--- src/sv/wifi_station_mac_learner_macros.svh ---
// ----------------------------------------------------------------------------
// Assertion macros for the station MAC learner
// Concurrent checks that compile away when SYNTH is defined.
// ----------------------------------------------------------------------------
`ifndef WIFI_STATION_MAC_LEARNER_MACROS_SVH
`define WIFI_STATION_MAC_LEARNER_MACROS_SVH

`ifndef SYNTH

// Condition holds at every clock edge outside reset
`define WSML_ASSERT_ALWAYS(label, clk, rst, cond) \
   label: assert property (@(posedge clk) disable iff (rst) (cond)) \
      else $error("wsml check failed: condition");

// Antecedent implies consequent in the same cycle
`define WSML_ASSERT_IMPLIES(label, clk, rst, ante, cons) \
   label: assert property (@(posedge clk) disable iff (rst) (ante) |-> (cons)) \
      else $error("wsml check failed: implication");

// Antecedent implies consequent in the next cycle
`define WSML_ASSERT_NEXT(label, clk, rst, ante, cons) \
   label: assert property (@(posedge clk) disable iff (rst) (ante) |=> (cons)) \
      else $error("wsml check failed: next cycle");

`else

`define WSML_ASSERT_ALWAYS(label, clk, rst, cond)
`define WSML_ASSERT_IMPLIES(label, clk, rst, ante, cons)
`define WSML_ASSERT_NEXT(label, clk, rst, ante, cons)

`endif

`endif

--- src/sv/wsml_pkg.sv ---
// ----------------------------------------------------------------------------
// wsml_pkg
// Types, codes and constants shared by the station MAC learner modules.
// ----------------------------------------------------------------------------
package wsml_pkg;

   // Table size default
   localparam int MAX_STATIONS_DEF = 64;

   // Field widths
   localparam int MAC_W     = 48;
   localparam int FC_W      = 16;
   localparam int KIND_W    = 2;
   localparam int OUTCOME_W = 3;
   localparam int SLOT_W    = 6;
   localparam int COUNT_W   = 7;
   localparam int CHAN_W    = 4;

   // Configuration port
   localparam int CSR_IDX_W  = 2;
   localparam int CSR_DATA_W = 48;
   localparam logic [CSR_IDX_W-1:0] CSR_TARGET_BSSID   = 2'd0;
   localparam logic [CSR_IDX_W-1:0] CSR_TARGET_CHANNEL = 2'd1;
   localparam logic [MAC_W-1:0]     BSSID_RESET        = '0;
   localparam logic [CHAN_W-1:0]    CHANNEL_RESET      = 4'd1;

   // Frame header decode
   localparam logic [KIND_W-1:0] KIND_MGMT   = 2'd0;
   localparam logic [KIND_W-1:0] KIND_DATA   = 2'd2;
   localparam int                TO_DS_BIT   = 8;
   localparam int                FROM_DS_BIT = 9;
   localparam int                GROUP_BIT   = 0;

   // Classification queue
   localparam int QUEUE_DEPTH = 2;
   localparam int QPTR_W      = 1;
   localparam int QCNT_W      = $clog2(QUEUE_DEPTH + 1);

   typedef enum logic [OUTCOME_W-1:0] {
      OUT_WRONG_KIND  = 3'd0,
      OUT_BAD_DS      = 3'd1,
      OUT_OTHER_BSSID = 3'd2,
      OUT_GROUP       = 3'd3,
      OUT_KNOWN       = 3'd4,
      OUT_ADDED       = 3'd5,
      OUT_FULL        = 3'd6
   } outcome_type;

   typedef enum logic [1:0] {
      BK_IDLE,
      BK_SCAN,
      BK_DONE
   } back_state_type;

   typedef struct packed {
      logic [KIND_W-1:0] frame_kind;
      logic [FC_W-1:0]   fc_word;
      logic [MAC_W-1:0]  address_one;
      logic [MAC_W-1:0]  address_two;
   } req_type;

   typedef struct packed {
      logic [OUTCOME_W-1:0] outcome;
      logic [MAC_W-1:0]     station_mac;
      logic [SLOT_W-1:0]    station_slot;
      logic [COUNT_W-1:0]   station_count;
      logic [CHAN_W-1:0]    station_channel;
   } rsp_type;

   // Classified frame passed from front to back
   typedef struct packed {
      outcome_type      outcome;
      logic             lookup;
      logic [MAC_W-1:0] mac;
   } work_type;

endpackage

--- src/sv/wsml_front.sv ---
// ----------------------------------------------------------------------------
// wsml_front
// Accepts frame headers, checks kind and DS bits, picks BSSID and client,
// and decides whether the client needs a table lookup.
// ----------------------------------------------------------------------------
module wsml_front (
   input  logic                         req_valid,
   output logic                         req_ready,
   input  wsml_pkg::req_type            req_data,
   input  logic [wsml_pkg::MAC_W-1:0]   target_bssid,
   output logic                         push_valid,
   input  logic                         push_ready,
   output wsml_pkg::work_type           push_data
);

   logic                       to_ds;
   logic                       from_ds;
   logic [wsml_pkg::MAC_W-1:0] bssid;
   logic [wsml_pkg::MAC_W-1:0] client;

   // Handshake passes straight to the queue
   assign req_ready  = push_ready;
   assign push_valid = req_valid;

   assign to_ds   = req_data.fc_word[wsml_pkg::TO_DS_BIT];
   assign from_ds = req_data.fc_word[wsml_pkg::FROM_DS_BIT];

   // BSSID / client selection by DS direction
   always_comb begin
      if (from_ds) begin
         bssid  = req_data.address_two;
         client = req_data.address_one;
      end else begin
         bssid  = req_data.address_one;
         client = req_data.address_two;
      end
   end

   // Classification
   always_comb begin
      push_data.outcome = wsml_pkg::OUT_WRONG_KIND;
      push_data.lookup  = 1'b0;
      push_data.mac     = '0;
      if (!(req_data.frame_kind inside {wsml_pkg::KIND_MGMT, wsml_pkg::KIND_DATA})) begin
         push_data.outcome = wsml_pkg::OUT_WRONG_KIND;
      end else if (to_ds == from_ds) begin
         push_data.outcome = wsml_pkg::OUT_BAD_DS;
      end else if (bssid != target_bssid) begin
         push_data.outcome = wsml_pkg::OUT_OTHER_BSSID;
         push_data.mac     = client;
      end else if (client[wsml_pkg::GROUP_BIT]) begin
         push_data.outcome = wsml_pkg::OUT_GROUP;
         push_data.mac     = client;
      end else begin
         // outcome is settled by the table engine
         push_data.outcome = wsml_pkg::OUT_KNOWN;
         push_data.lookup  = 1'b1;
         push_data.mac     = client;
      end
   end

endmodule

--- src/sv/wsml_queue.sv ---
// ----------------------------------------------------------------------------
// wsml_queue
// Short FIFO of classified frames between the front and the table engine.
// ----------------------------------------------------------------------------
module wsml_queue (
   input  logic               clock,
   input  logic               reset,
   input  logic               push_valid,
   output logic               push_ready,
   input  wsml_pkg::work_type push_data,
   output logic               pop_valid,
   input  logic               pop_ready,
   output wsml_pkg::work_type pop_data
);

   wsml_pkg::work_type               entries_ff [wsml_pkg::QUEUE_DEPTH];
   logic [wsml_pkg::QPTR_W-1:0]      wr_ptr_ff;
   logic [wsml_pkg::QPTR_W-1:0]      wr_ptr_in;
   logic [wsml_pkg::QPTR_W-1:0]      rd_ptr_ff;
   logic [wsml_pkg::QPTR_W-1:0]      rd_ptr_in;
   logic [wsml_pkg::QCNT_W-1:0]      cnt_ff;
   logic [wsml_pkg::QCNT_W-1:0]      cnt_in;
   logic                             push;
   logic                             pop;

   assign push_ready = (cnt_ff != wsml_pkg::QCNT_W'(wsml_pkg::QUEUE_DEPTH));
   assign pop_valid  = (cnt_ff != '0);
   assign pop_data   = entries_ff[rd_ptr_ff];
   assign push       = push_valid && push_ready;
   assign pop        = pop_valid && pop_ready;

   // Pointer and fill bookkeeping
   always_comb begin
      wr_ptr_in = push ? wr_ptr_ff + 1'b1 : wr_ptr_ff;
      rd_ptr_in = pop  ? rd_ptr_ff + 1'b1 : rd_ptr_ff;
      cnt_in    = cnt_ff;
      if (push && !pop) begin
         cnt_in = cnt_ff + 1'b1;
      end else if (pop && !push) begin
         cnt_in = cnt_ff - 1'b1;
      end
   end

   always_ff @(posedge clock) begin
      if (reset) begin
         wr_ptr_ff <= '0;
         rd_ptr_ff <= '0;
         cnt_ff    <= '0;
      end else begin
         wr_ptr_ff <= wr_ptr_in;
         rd_ptr_ff <= rd_ptr_in;
         cnt_ff    <= cnt_in;
      end
   end

   // Entry storage
   always_ff @(posedge clock) begin
      if (push) begin
         entries_ff[wr_ptr_ff] <= push_data;
      end
   end

endmodule

--- src/sv/wsml_back.sv ---
// ----------------------------------------------------------------------------
// wsml_back
// Table engine: scans learned MACs one entry per cycle, appends new
// stations and holds the result transaction until it is taken.
// ----------------------------------------------------------------------------
`include "wifi_station_mac_learner_macros.svh"

module wsml_back #(
   parameter int MAX_STATIONS = wsml_pkg::MAX_STATIONS_DEF
) (
   input  logic                          clock,
   input  logic                          reset,
   input  logic                          pop_valid,
   output logic                          pop_ready,
   input  wsml_pkg::work_type            pop_data,
   input  logic [wsml_pkg::CHAN_W-1:0]   target_channel,
   output logic                          rsp_valid,
   input  logic                          rsp_ready,
   output wsml_pkg::rsp_type             rsp_data
);

   localparam int IDX_W = (MAX_STATIONS > 1) ? $clog2(MAX_STATIONS) : 1;
   localparam int CNT_W = $clog2(MAX_STATIONS + 1);

   wsml_pkg::back_state_type     state_ff;
   wsml_pkg::back_state_type     state_in;

   logic [wsml_pkg::MAC_W-1:0]   table_mem [MAX_STATIONS];
   logic [wsml_pkg::MAC_W-1:0]   rdata_ff;
   logic [wsml_pkg::MAC_W-1:0]   mac_ff;
   logic [CNT_W-1:0]             count_ff;
   logic [CNT_W-1:0]             idx_ff;
   logic                         pend_ff;
   logic [IDX_W-1:0]             pend_idx_ff;
   wsml_pkg::outcome_type        res_outcome_ff;
   logic [IDX_W-1:0]             res_slot_ff;
   logic                         rsp_valid_ff;
   wsml_pkg::rsp_type            rsp_data_ff;

   logic                         out_free;
   logic                         start_scan;
   logic                         load_direct;
   logic                         load_res;
   logic                         issue;
   logic                         hit;
   logic                         found;
   logic                         miss_done;
   logic                         append;
   logic                         in_scan;
   logic                         in_done;
   logic                         done_wait;
   logic [IDX_W-1:0]             load_slot;
   logic [IDX_W+wsml_pkg::SLOT_W-1:0]   slot_ext;
   logic [CNT_W+wsml_pkg::COUNT_W-1:0]  count_ext;

   // Control decode
   assign out_free    = !rsp_valid_ff || rsp_ready;
   assign issue       = (state_ff == wsml_pkg::BK_SCAN) && (idx_ff < count_ff);
   assign hit         = pend_ff && (rdata_ff == mac_ff);
   assign found       = (state_ff == wsml_pkg::BK_SCAN) && hit;
   assign miss_done   = (state_ff == wsml_pkg::BK_SCAN) && !hit && !issue;
   assign append      = miss_done && (count_ff < CNT_W'(MAX_STATIONS));
   assign in_scan     = (state_ff == wsml_pkg::BK_SCAN);
   assign in_done     = (state_ff == wsml_pkg::BK_DONE);
   assign done_wait   = in_done && !out_free;

   // Next state
   always_comb begin
      state_in = state_ff;
      case (state_ff)
         wsml_pkg::BK_IDLE: begin
            if (start_scan) begin
               state_in = wsml_pkg::BK_SCAN;
            end
         end
         wsml_pkg::BK_SCAN: begin
            if (found || miss_done) begin
               state_in = wsml_pkg::BK_DONE;
            end
         end
         wsml_pkg::BK_DONE: begin
            if (out_free) begin
               state_in = wsml_pkg::BK_IDLE;
            end
         end
         default: begin
            state_in = wsml_pkg::BK_IDLE;
         end
      endcase
   end

   // State outputs
   always_comb begin
      pop_ready   = 1'b0;
      start_scan  = 1'b0;
      load_direct = 1'b0;
      load_res    = 1'b0;
      case (state_ff)
         wsml_pkg::BK_IDLE: begin
            pop_ready   = pop_data.lookup || out_free;
            start_scan  = pop_valid && pop_data.lookup;
            load_direct = pop_valid && !pop_data.lookup && out_free;
         end
         wsml_pkg::BK_DONE: begin
            load_res = out_free;
         end
         default: begin
            pop_ready = 1'b0;
         end
      endcase
   end

   always_ff @(posedge clock) begin
      if (reset) begin
         state_ff <= wsml_pkg::BK_IDLE;
      end else begin
         state_ff <= state_in;
      end
   end

   // Scan control and learned count
   always_ff @(posedge clock) begin
      if (reset) begin
         count_ff <= '0;
         idx_ff   <= '0;
         pend_ff  <= 1'b0;
      end else begin
         pend_ff <= issue;
         if (state_ff == wsml_pkg::BK_IDLE) begin
            idx_ff <= '0;
         end else if (issue) begin
            idx_ff <= idx_ff + 1'b1;
         end
         if (append) begin
            count_ff <= count_ff + 1'b1;
         end
      end
   end

   // Scan payload and settled result
   always_ff @(posedge clock) begin
      if (start_scan) begin
         mac_ff <= pop_data.mac;
      end
      if (issue) begin
         pend_idx_ff <= idx_ff[IDX_W-1:0];
      end
      if (found) begin
         res_outcome_ff <= wsml_pkg::OUT_KNOWN;
         res_slot_ff    <= pend_idx_ff;
      end else if (append) begin
         res_outcome_ff <= wsml_pkg::OUT_ADDED;
         res_slot_ff    <= count_ff[IDX_W-1:0];
      end else if (miss_done) begin
         res_outcome_ff <= wsml_pkg::OUT_FULL;
         res_slot_ff    <= '0;
      end
   end

   // Station table: one write and one registered read port
   always_ff @(posedge clock) begin
      if (append) begin
         table_mem[count_ff[IDX_W-1:0]] <= mac_ff;
      end
      if (issue) begin
         rdata_ff <= table_mem[idx_ff[IDX_W-1:0]];
      end
   end

   // Fit slot and count to the result field widths
   assign load_slot = load_res ? res_slot_ff : '0;
   assign slot_ext  = {{wsml_pkg::SLOT_W{1'b0}}, load_slot};
   assign count_ext = {{wsml_pkg::COUNT_W{1'b0}}, count_ff};

   // Result register
   always_ff @(posedge clock) begin
      if (reset) begin
         rsp_valid_ff <= 1'b0;
      end else if (load_direct || load_res) begin
         rsp_valid_ff <= 1'b1;
      end else if (rsp_ready) begin
         rsp_valid_ff <= 1'b0;
      end
   end

   always_ff @(posedge clock) begin
      if (load_direct || load_res) begin
         rsp_data_ff.outcome         <= load_res ? res_outcome_ff : pop_data.outcome;
         rsp_data_ff.station_mac     <= load_res ? mac_ff : pop_data.mac;
         rsp_data_ff.station_slot    <= slot_ext[wsml_pkg::SLOT_W-1:0];
         rsp_data_ff.station_count   <= count_ext[wsml_pkg::COUNT_W-1:0];
         rsp_data_ff.station_channel <= target_channel;
      end
   end

   assign rsp_valid = rsp_valid_ff;
   assign rsp_data  = rsp_data_ff;

   // Checks
   `WSML_ASSERT_ALWAYS(a_count_bound, clock, reset, count_ff <= CNT_W'(MAX_STATIONS))
   `WSML_ASSERT_IMPLIES(a_scan_idx, clock, reset, in_scan, idx_ff <= count_ff)
   `WSML_ASSERT_NEXT(a_append_grows, clock, reset, append, count_ff == $past(count_ff) + 1'b1)
   `WSML_ASSERT_NEXT(a_done_holds, clock, reset, done_wait, in_done && $stable(res_outcome_ff))

endmodule

--- src/sv/wifi_station_mac_learner.sv ---
// Frames that need no lookup pass through the queue to the result register;
//   a lookup first scans the learned stations in the table engine.
// Throughput: one non-lookup frame per cycle while results are taken; a lookup
//   holds the table engine for its whole scan of the one-entry-per-cycle read port.
// Reset: clears the learned count and queue, sets BSSID 0 and channel 1;
//   table contents are not cleared, entries at or above the count are never read.
// ----------------------------------------------------------------------------
// wifi_station_mac_learner
// Learns client MACs of one access point from 802.11 header transactions.
// ----------------------------------------------------------------------------
module wifi_station_mac_learner #(
   parameter int MAX_STATIONS = wsml_pkg::MAX_STATIONS_DEF
) (
   input  logic                              clock,
   input  logic                              reset,
   input  logic                              req_valid,
   output logic                              req_ready,
   input  wsml_pkg::req_type                 req_data,
   output logic                              rsp_valid,
   input  logic                              rsp_ready,
   output wsml_pkg::rsp_type                 rsp_data,
   input  logic                              csr_we,
   input  logic [wsml_pkg::CSR_IDX_W-1:0]    csr_index,
   input  logic [wsml_pkg::CSR_DATA_W-1:0]   csr_wdata
);

   logic [wsml_pkg::MAC_W-1:0]  target_bssid_ff;
   logic [wsml_pkg::CHAN_W-1:0] target_channel_ff;

   logic                        push_valid;
   logic                        push_ready;
   wsml_pkg::work_type          push_data;
   logic                        pop_valid;
   logic                        pop_ready;
   wsml_pkg::work_type          pop_data;

   // Configuration registers
   always_ff @(posedge clock) begin
      if (reset) begin
         target_bssid_ff   <= wsml_pkg::BSSID_RESET;
         target_channel_ff <= wsml_pkg::CHANNEL_RESET;
      end else if (csr_we) begin
         case (csr_index)
            wsml_pkg::CSR_TARGET_BSSID: begin
               target_bssid_ff <= csr_wdata[wsml_pkg::MAC_W-1:0];
            end
            wsml_pkg::CSR_TARGET_CHANNEL: begin
               target_channel_ff <= csr_wdata[wsml_pkg::CHAN_W-1:0];
            end
            default: begin
               target_bssid_ff <= target_bssid_ff;
            end
         endcase
      end
   end

   wsml_front u_front (
      .req_valid    (req_valid),
      .req_ready    (req_ready),
      .req_data     (req_data),
      .target_bssid (target_bssid_ff),
      .push_valid   (push_valid),
      .push_ready   (push_ready),
      .push_data    (push_data)
   );

   wsml_queue u_queue (
      .clock      (clock),
      .reset      (reset),
      .push_valid (push_valid),
      .push_ready (push_ready),
      .push_data  (push_data),
      .pop_valid  (pop_valid),
      .pop_ready  (pop_ready),
      .pop_data   (pop_data)
   );

   wsml_back #(
      .MAX_STATIONS (MAX_STATIONS)
   ) u_back (
      .clock          (clock),
      .reset          (reset),
      .pop_valid      (pop_valid),
      .pop_ready      (pop_ready),
      .pop_data       (pop_data),
      .target_channel (target_channel_ff),
      .rsp_valid      (rsp_valid),
      .rsp_ready      (rsp_ready),
      .rsp_data       (rsp_data)
   );

endmodule
--- config.mk ---
export PLATFORM = sky130hd
export DESIGN_NAME = wifi_station_mac_learner
export DESIGN_NICKNAME = d
export VERILOG_FILES = /design/src/sv/wsml_pkg.sv /design/src/sv/wsml_front.sv /design/src/sv/wsml_queue.sv /design/src/sv/wsml_back.sv /design/src/sv/wifi_station_mac_learner.sv
export VERILOG_INCLUDE_DIRS = /design/src /design/src/sv
export SDC_FILE = /design/constraint.sdc
export NUM_CORES = 2
export LEC_CHECK = 0
export ABC_AREA = 0
export CAP_MARGIN = 20
export CELL_PAD_IN_SITES_DETAIL_PLACEMENT = 0
export CELL_PAD_IN_SITES_GLOBAL_PLACEMENT = 1
export CORE_ASPECT_RATIO = 1.75
export CORE_MARGIN = 5
export CORE_UTILIZATION = 42
export CTS_CLUSTER_DIAMETER = 30
export CTS_CLUSTER_SIZE = 20
export DETAILED_ROUTE_END_ITERATION = 7
export DONT_BUFFER_PORTS = 1
export GPL_TIMING_DRIVEN = 0
export PLACE_DENSITY_LB_ADDON = 0.1
export SLEW_MARGIN = 10
export SYNTH_ARGS = -nofsm -noshare
export SYNTH_HDL_FRONTEND = slang
export SYNTH_HIERARCHICAL = 1
export SYNTH_SLANG_ARGS = --single-unit
--- constraint.sdc ---
create_clock -name clock -period 6.2 [get_ports clock]
set_clock_uncertainty 0.05 [all_clocks]
set_input_delay 0.31 -clock clock [delete_from_list [all_inputs] [get_ports clock]]
set_output_delay 0.31 -clock clock [all_outputs]
set_load 0.03 [all_outputs]
Word level (Yosys, flattened, before mapping) --
Memory sizes are Yosys's and may differ from the RTL's. A register that Yosys moved wholly into a read port is not among the register bits. Cells that the tools add are included.
Cells by class: add/subtract/negate cells 6, eq/ne operators 11, multiplexer cells 35, reductions and logical operators 37, magnitude comparators 2
Operators by type and width (number):
- 48-bit two-way mux | 3
- 49-bit two-way mux | 2
- 48-bit == test | 1
- 48-bit != test | 1
- 6-bit two-way mux | 3
- 1-bit two-way mux | 16
- 7-bit by 1-bit adder with 7-bit output, second input constant | 2
- 1-bit logical AND | 13
- 2-bit two-way mux | 6
- 3-bit two-way mux | 4
- 2-bit nonzero test | 5
- 7-bit less-than comparator | 1
- 7-bit less-than comparator, second input constant | 1
- 1-bit zero test | 6
- 2-bit zero test | 3
- 2-bit one-hot mux with 3 select lines | 1
- 2-bit by 1-bit == test with 1-bit output, second input constant | 2
- 2-bit == test, second input constant | 2
- 1-bit logical OR | 4
- 2-bit by 1-bit != test with 1-bit output, second input constant | 2
- 2-bit != test, second input constant | 2
- 2-bit AND reduction | 2
- 2-bit OR reduction | 2
- 3-bit AND reduction | 1
- other kinds (5) | 6
Word-level totals: flip-flop bits (word level) 204, output and inout port bits 70, RAM bits 3176, memories kept 2, input bits 169
Memories:
- u_back.table_mem | words 64, width 48, rd ports 1, clocked after Yosys merged registers in 1, write ports 1, line wsml_back.sv:28 | logic [wsml_pkg::MAC_W-1:0] table_mem [MAX_STATIONS];
- u_queue.entries_ff | words 2, width 52, rd ports 1, clocked after Yosys merged registers in 1, write ports 1, line wsml_queue.sv:16 | wsml_pkg::work_type entries_ff [wsml_pkg::QUEUE_DEPTH];

Logic depth before layout (Yosys ltp) --
word-level depth 8, gate-level depth with buffers 12, mapped depth without buffers 10

Modules after synthesis --
The synthesis kept the hierarchy.
Modules (own cells, without submodules):
- wsml_back | times used 1, area an instance 123947.6 sq um, seq. area each 97933.9 sq um, cells each 4965
- wsml_queue | times used 1, area an instance 3971.3 sq um, seq. area each 3223.1 sq um, cells each 186
- wifi_station_mac_learner | times used 1, area an instance 2289.7 sq um, seq. area each 1041.0 sq um, cells each 223
- wsml_front | times used 1, area an instance 1821.7 sq um, seq. area each 0.0 sq um, cells each 234

Worst setup path before layout --
OpenSTA, ideal clock, no wires.
path type register to register, from register u_back/mac_ff[35] in the netlist's numbering, to memory u_back/table_mem[39][0] in the netlist's numbering (enable), library setup time 0.513 ns, path buffers 3, arrival time 5.449 ns, path slack 0.188 ns, stages on the path, launching flop included 10, clock period less this slack 6.012 ns, path through edfxtp_1 > xor2_1 > a2111o_1 > nor4_2 > nand4_1 > o21ai_1 > buf_2 > buf_4 > buf_2 > nor3_1
Between the ends: cells in the longest elaborated chain, start to end 8
Ends and longest elaborated chain:
- start, declared | line wsml_back.sv:30 | logic [wsml_pkg::MAC_W-1:0] mac_ff;
- start signal, assigned | line wsml_back.sv:143 | mac_ff <= pop_data.mac;
- 48-bit == test | line wsml_back.sv:59 | assign hit = pend_ff && (rdata_ff == mac_ff);
- 1-bit logical AND | line wsml_back.sv:59
- 1-bit zero test | line wsml_back.sv:61 | assign miss_done = (state_ff == wsml_pkg::BK_SCAN) && !hit && !issue;
- 1-bit logical AND (2 in series) | line wsml_back.sv:61
- 1-bit logical AND | line wsml_back.sv:62 | assign append = miss_done && (count_ff < CNT_W'(MAX_STATIONS));
- 1-bit two-way mux | line wsml_back.sv:162 | if (append) begin
- 1-bit two-way mux (not written as such) | line wsml_back.sv:163 | table_mem[count_ff[IDX_W-1:0]] <= mac_ff;
- end, declared | line wsml_back.sv:28
No other way between the ends.

Final worst setup path --
from register u_back/mac_ff[47] in the netlist's numbering, to memory u_back/table_mem[38][28] in the netlist's numbering (enable)
Same word-level chain as after synthesis.

==> impl_results.md <==
- Worst reg2reg path startpoint: u_back/mac_ff[47]
- Cell Int Power: roughly 46 mW
- Grt met2 use: 0.478
- Post-synth EDFFs: 3352
- Critical path origin: u_back/mac_ff[47]
- Clk sink count: approximately 3400
- Horiz. Die Dim: ~430 um
- Total track usage: 0.246
- Syn Area/Cell: 23.5 um2
- Clock buffer depth: 4
- Worst path slowest cell: edfxtp_1
- Syn Nets: slightly below 6000
- Initial antenna violation count: 16
- Ys Warns: 6
- Row count: around 270
- VDD IR-drop max: approximately 0.29 mV
- Ys async rst share: 0
- Synth Register Bits: 3429
- Post-Place Cells: just over 10000
- Met3 usage in global routing: 0.0340
- Critical path class: flop to flop
- Finished Layout Cells: approximately 12000
- Leak: around 53 nW
- Critical path cell sequence: buf_8 > xor2_1 > nor4_1 > nand2_1 > o21ai_1 > buf_2 > buf_4 > buf_2 > nor3_2 > buf_4 > buf_4 > buf_4 > buf_6 > buf_4 > buf_4
- CTS Buf Count: slightly below 500
- Vias per cell: between 5 and 6
- Clock share of power: 0.469
- Final #Nets: 7128
- Pwr dens: between 300 and 400 mW/mm2
- Final core utilization: 0.524
- Most used routing layer: met2
- Worst EP required: 6780 ps
- Slowest Stage Delay on Critical Path: roughly 940 ps
- Unrepaired setup endpoints after global routing: no
- Seq pwr share: 0.463
- Final hold vios: 0
- Yosys top cell by area: edfxtp_1
- CTS tree: yes
- Met1 usage: 0.264
- Crit-path most repeated cell: buf_4
- Mapped cell area: 0.132 mm2
- Layout area overhead: 24.3%
- Seq/Total Area, Yosys: 0.774
- Clk slew on worst S/H paths: 50 ps
- Initial DRC Count: 5657
- Area of the multi-input gates: around 0.029 mm2
- Crit path to: u_back/table_mem[38][28]
- Worst setup SP type: flop
- Net Switching: ~15 mW
- Core area: around 0.31 mm2
- First-pass GRT wire length: ~550000 um
- Hold path start: csr_wdata[3]
- Placed cell area: roughly 0.14 mm2
- Slew HR: 0.204
- Root Buffer Master: clkbuf_16
- Setup violators final: 0
- Via Count: around 65000
- Logic pwr share: 0.068
- Hold Crit Class: input pin to flop
- Port Buffers: 0
- Post-DP HPWL: 298000 um
- Vias in the first global route: roughly 71000
- Die Ht: around 750 um
- Commonest register cell after synthesis: edfxtp_1
- Synthesized instance count: around 5600
- Final ANT Viol Nets: 0
- Critical path endpoint category: flop
- Max Cap Viol: 0
- Worst r2r dst: u_back/table_mem[38][28]
- Top post-synthesis cells by area: edfxtp_1 76%, mux4_2 16%, dfxtp_1 1.2%
- Crit-path max FO: 22
- Most frequent cell after synthesis: edfxtp_1
- Worst-Margin Slew: around 1200 ps
- Grt ovf: 0
- Initial Utilization: 0.421
- Final instance area: 0.164 mm2
- Unique masters post-synth: 49
- Commonest cells post-synth: 3352 x edfxtp_1, 960 x mux4_2, 158 x clkbuf_1, 150 x mux2i_1, 110 x nand2b_1
- Fraction of layout cells with a size suffix above 1: 0.376
- DRC: 0
- Fmax: about 0.17 GHz
- Max Slew Vio Count: 0
- Fin Setup TNS: 0 ps
- Register area: 0.102 mm2
- Period utilization: 0.966
- FILL cells: ~24000
- Register-to-register setup slack: about 210 ps
- Worst-Skew Late Latency: ~960 ps
- Pin count of the biggest net entering global routing: 53
- Top-area cell type share of the netlist area: 0.762
- Gpl congestion: 0.864
- Hold_ws: between 100 and 150 ps
- Final Critical Period: 5990 ps
- Reg2Reg Depth: 15
- Final WL: between 400000 and 500000 um
- Worst Path Arrival: 6570 ps
- Top Ports: ~240
- Status: finished, final reports clean
- Sw frac: 0.241
- Die Area: about 0.33 mm2
- H-tree levels: 5
- Routed WL per cell: ~35 um
- DR pass1 iterations: 8
-- power by group through the flow --
stage	Clock [mW]	Sequential [mW]	Combinational [mW]
after global placement	0	30.1	1.65
after floorplan	0	28.9	1.04
after global routing	30.0	28.1	4.33
final	28.4	28.1	4.11
after detailed placement	0	28.6	4.04
after CTS	28.9	28.1	4.17
-- layer usage --
metal  share of wire  vias to the layer above
li1                -                    26900
met3           0.044                      656
met1            0.34                    35700
met2            0.57                     2038
met5         0.00012                        -
met4           0.045                        6
-- area by class of cell --
type | count | area share
clock buffer | 519 | 0.0758
sequential | 3429 | 0.623
timing repair buffer | 853 | 0.0584
buffer | 302 | 0.00873
multi-input combinational | 1865 | 0.175
clock inverter | 393 | 0.0276
tap | 4110 | 0.0313
inverter | 12 | 0.000320
antenna | 17 | 0.000259
-- worst max-delay path: cells and delay by family (launching register included) --
kind | cells | cell delay, ps
simple gates | 3 | 1440
xor+xnor | 1 | 680
compound gates | 1 | 170
buf+inv | 10 | 2330
flops | 1 | 940
-- cell usage in the layout (no fill, tap or decap), drive strengths merged, types with 2 or more instances in the layout --
cell,n
edfxtp,3352
inv,123
buf,789
or2,3
bufinv,58
nor2,78
or4,3
nand3b,2
and3,10
a21oi,14
nand2,63
and3b,2
nand2b,110
dfxtp,77
ha,9
o21ai,8
clkinv,166
nand3,18
xor2,22
mux2i,150
xnor2,81
nor3,67
diode,17
a22oi,96
a21o,4
clkinvlp,58
nor2b,6
mux4,960
dlygate4sd3,208
and2,2
or3,5
nor4,18
clkbuf,677
mux2,103
o2111ai,2
nand4,14
o31a,5
-- sequential cells by signal (all words and copies together), names as in the netlist, named ones only --
| register | cells |
|---|---|
| u_back/mac_ff | 48 |
| u_queue/entries_ff | 104 |
| u_back/pend_idx_ff | 6 |
| u_back/idx_ff | 7 |
| u_back/state_ff | 2 |
| u_back/table_mem | 3072 |
| u_back/pend_ff | 1 |
| u_queue/cnt_ff | 2 |
| target_bssid_ff | 48 |
| u_back/res_slot_ff | 6 |
| u_back/rsp_valid | 1 |
| u_back/count_ff | 7 |
| target_channel_ff | 4 |
| u_back/rsp_data | 68 |
| u_queue/rd_ptr_ff | 1 |
| u_queue/wr_ptr_ff | 1 |
| u_back/rdata_ff | 48 |
| u_back/res_outcome_ff | 2 |
-- metrics by stage --
| stage | total power [mW] | setup slack, ps |
|---|---|---|
| finish | 60.7 | 210 |
| global route | 62.5 | 150 |
| CTS | 61.2 | 153 |
| detailed placement | 32.6 | -386 |
| global placement | 31.7 | -8600 |
| floorplan | 29.9 | 188 |
-- kinds of logic (layout without fill, tap and decap cells) --
logic type               count (synthesis)  after routing  synth area share
multiplexers                          1213           1213             0.184
other                                    0             17                 0
AO/OA/AOI/OAI                          137            137           0.00754
XOR/XNOR                               103            103           0.00683
adder cells (fa/ha/maj)                  9              9          0.000853
AND/OR/NAND/NOR                        403            403            0.0158
buffers and inverters                  314           2079            0.0110
flip-flops                            3429           3429             0.774
-- timing repair --
item	in CTS	in global routing
endpoints found under the setup margin	405	0
hold buffers	208	0
setup buffers	2	0
endpoints found under the hold margin	199	0
gates resized for setup	2	0
-- how the worst min path moves through the flow --
stage / slack, ps / cells after the start / endpoint
after floorplan: 330 / 1 / u_queue/cnt_ff[1]
final: 110 / 3 / target_channel_ff[3]
after detailed placement: 340 / 1 / u_queue/wr_ptr_ff
after CTS: 30 / 6 / u_queue/entries_ff[1][50]
after global placement: 340 / 1 / u_queue/cnt_ff[1]
after global routing: 100 / 3 / target_channel_ff[3]
Power figures use the tool's default switching activity.
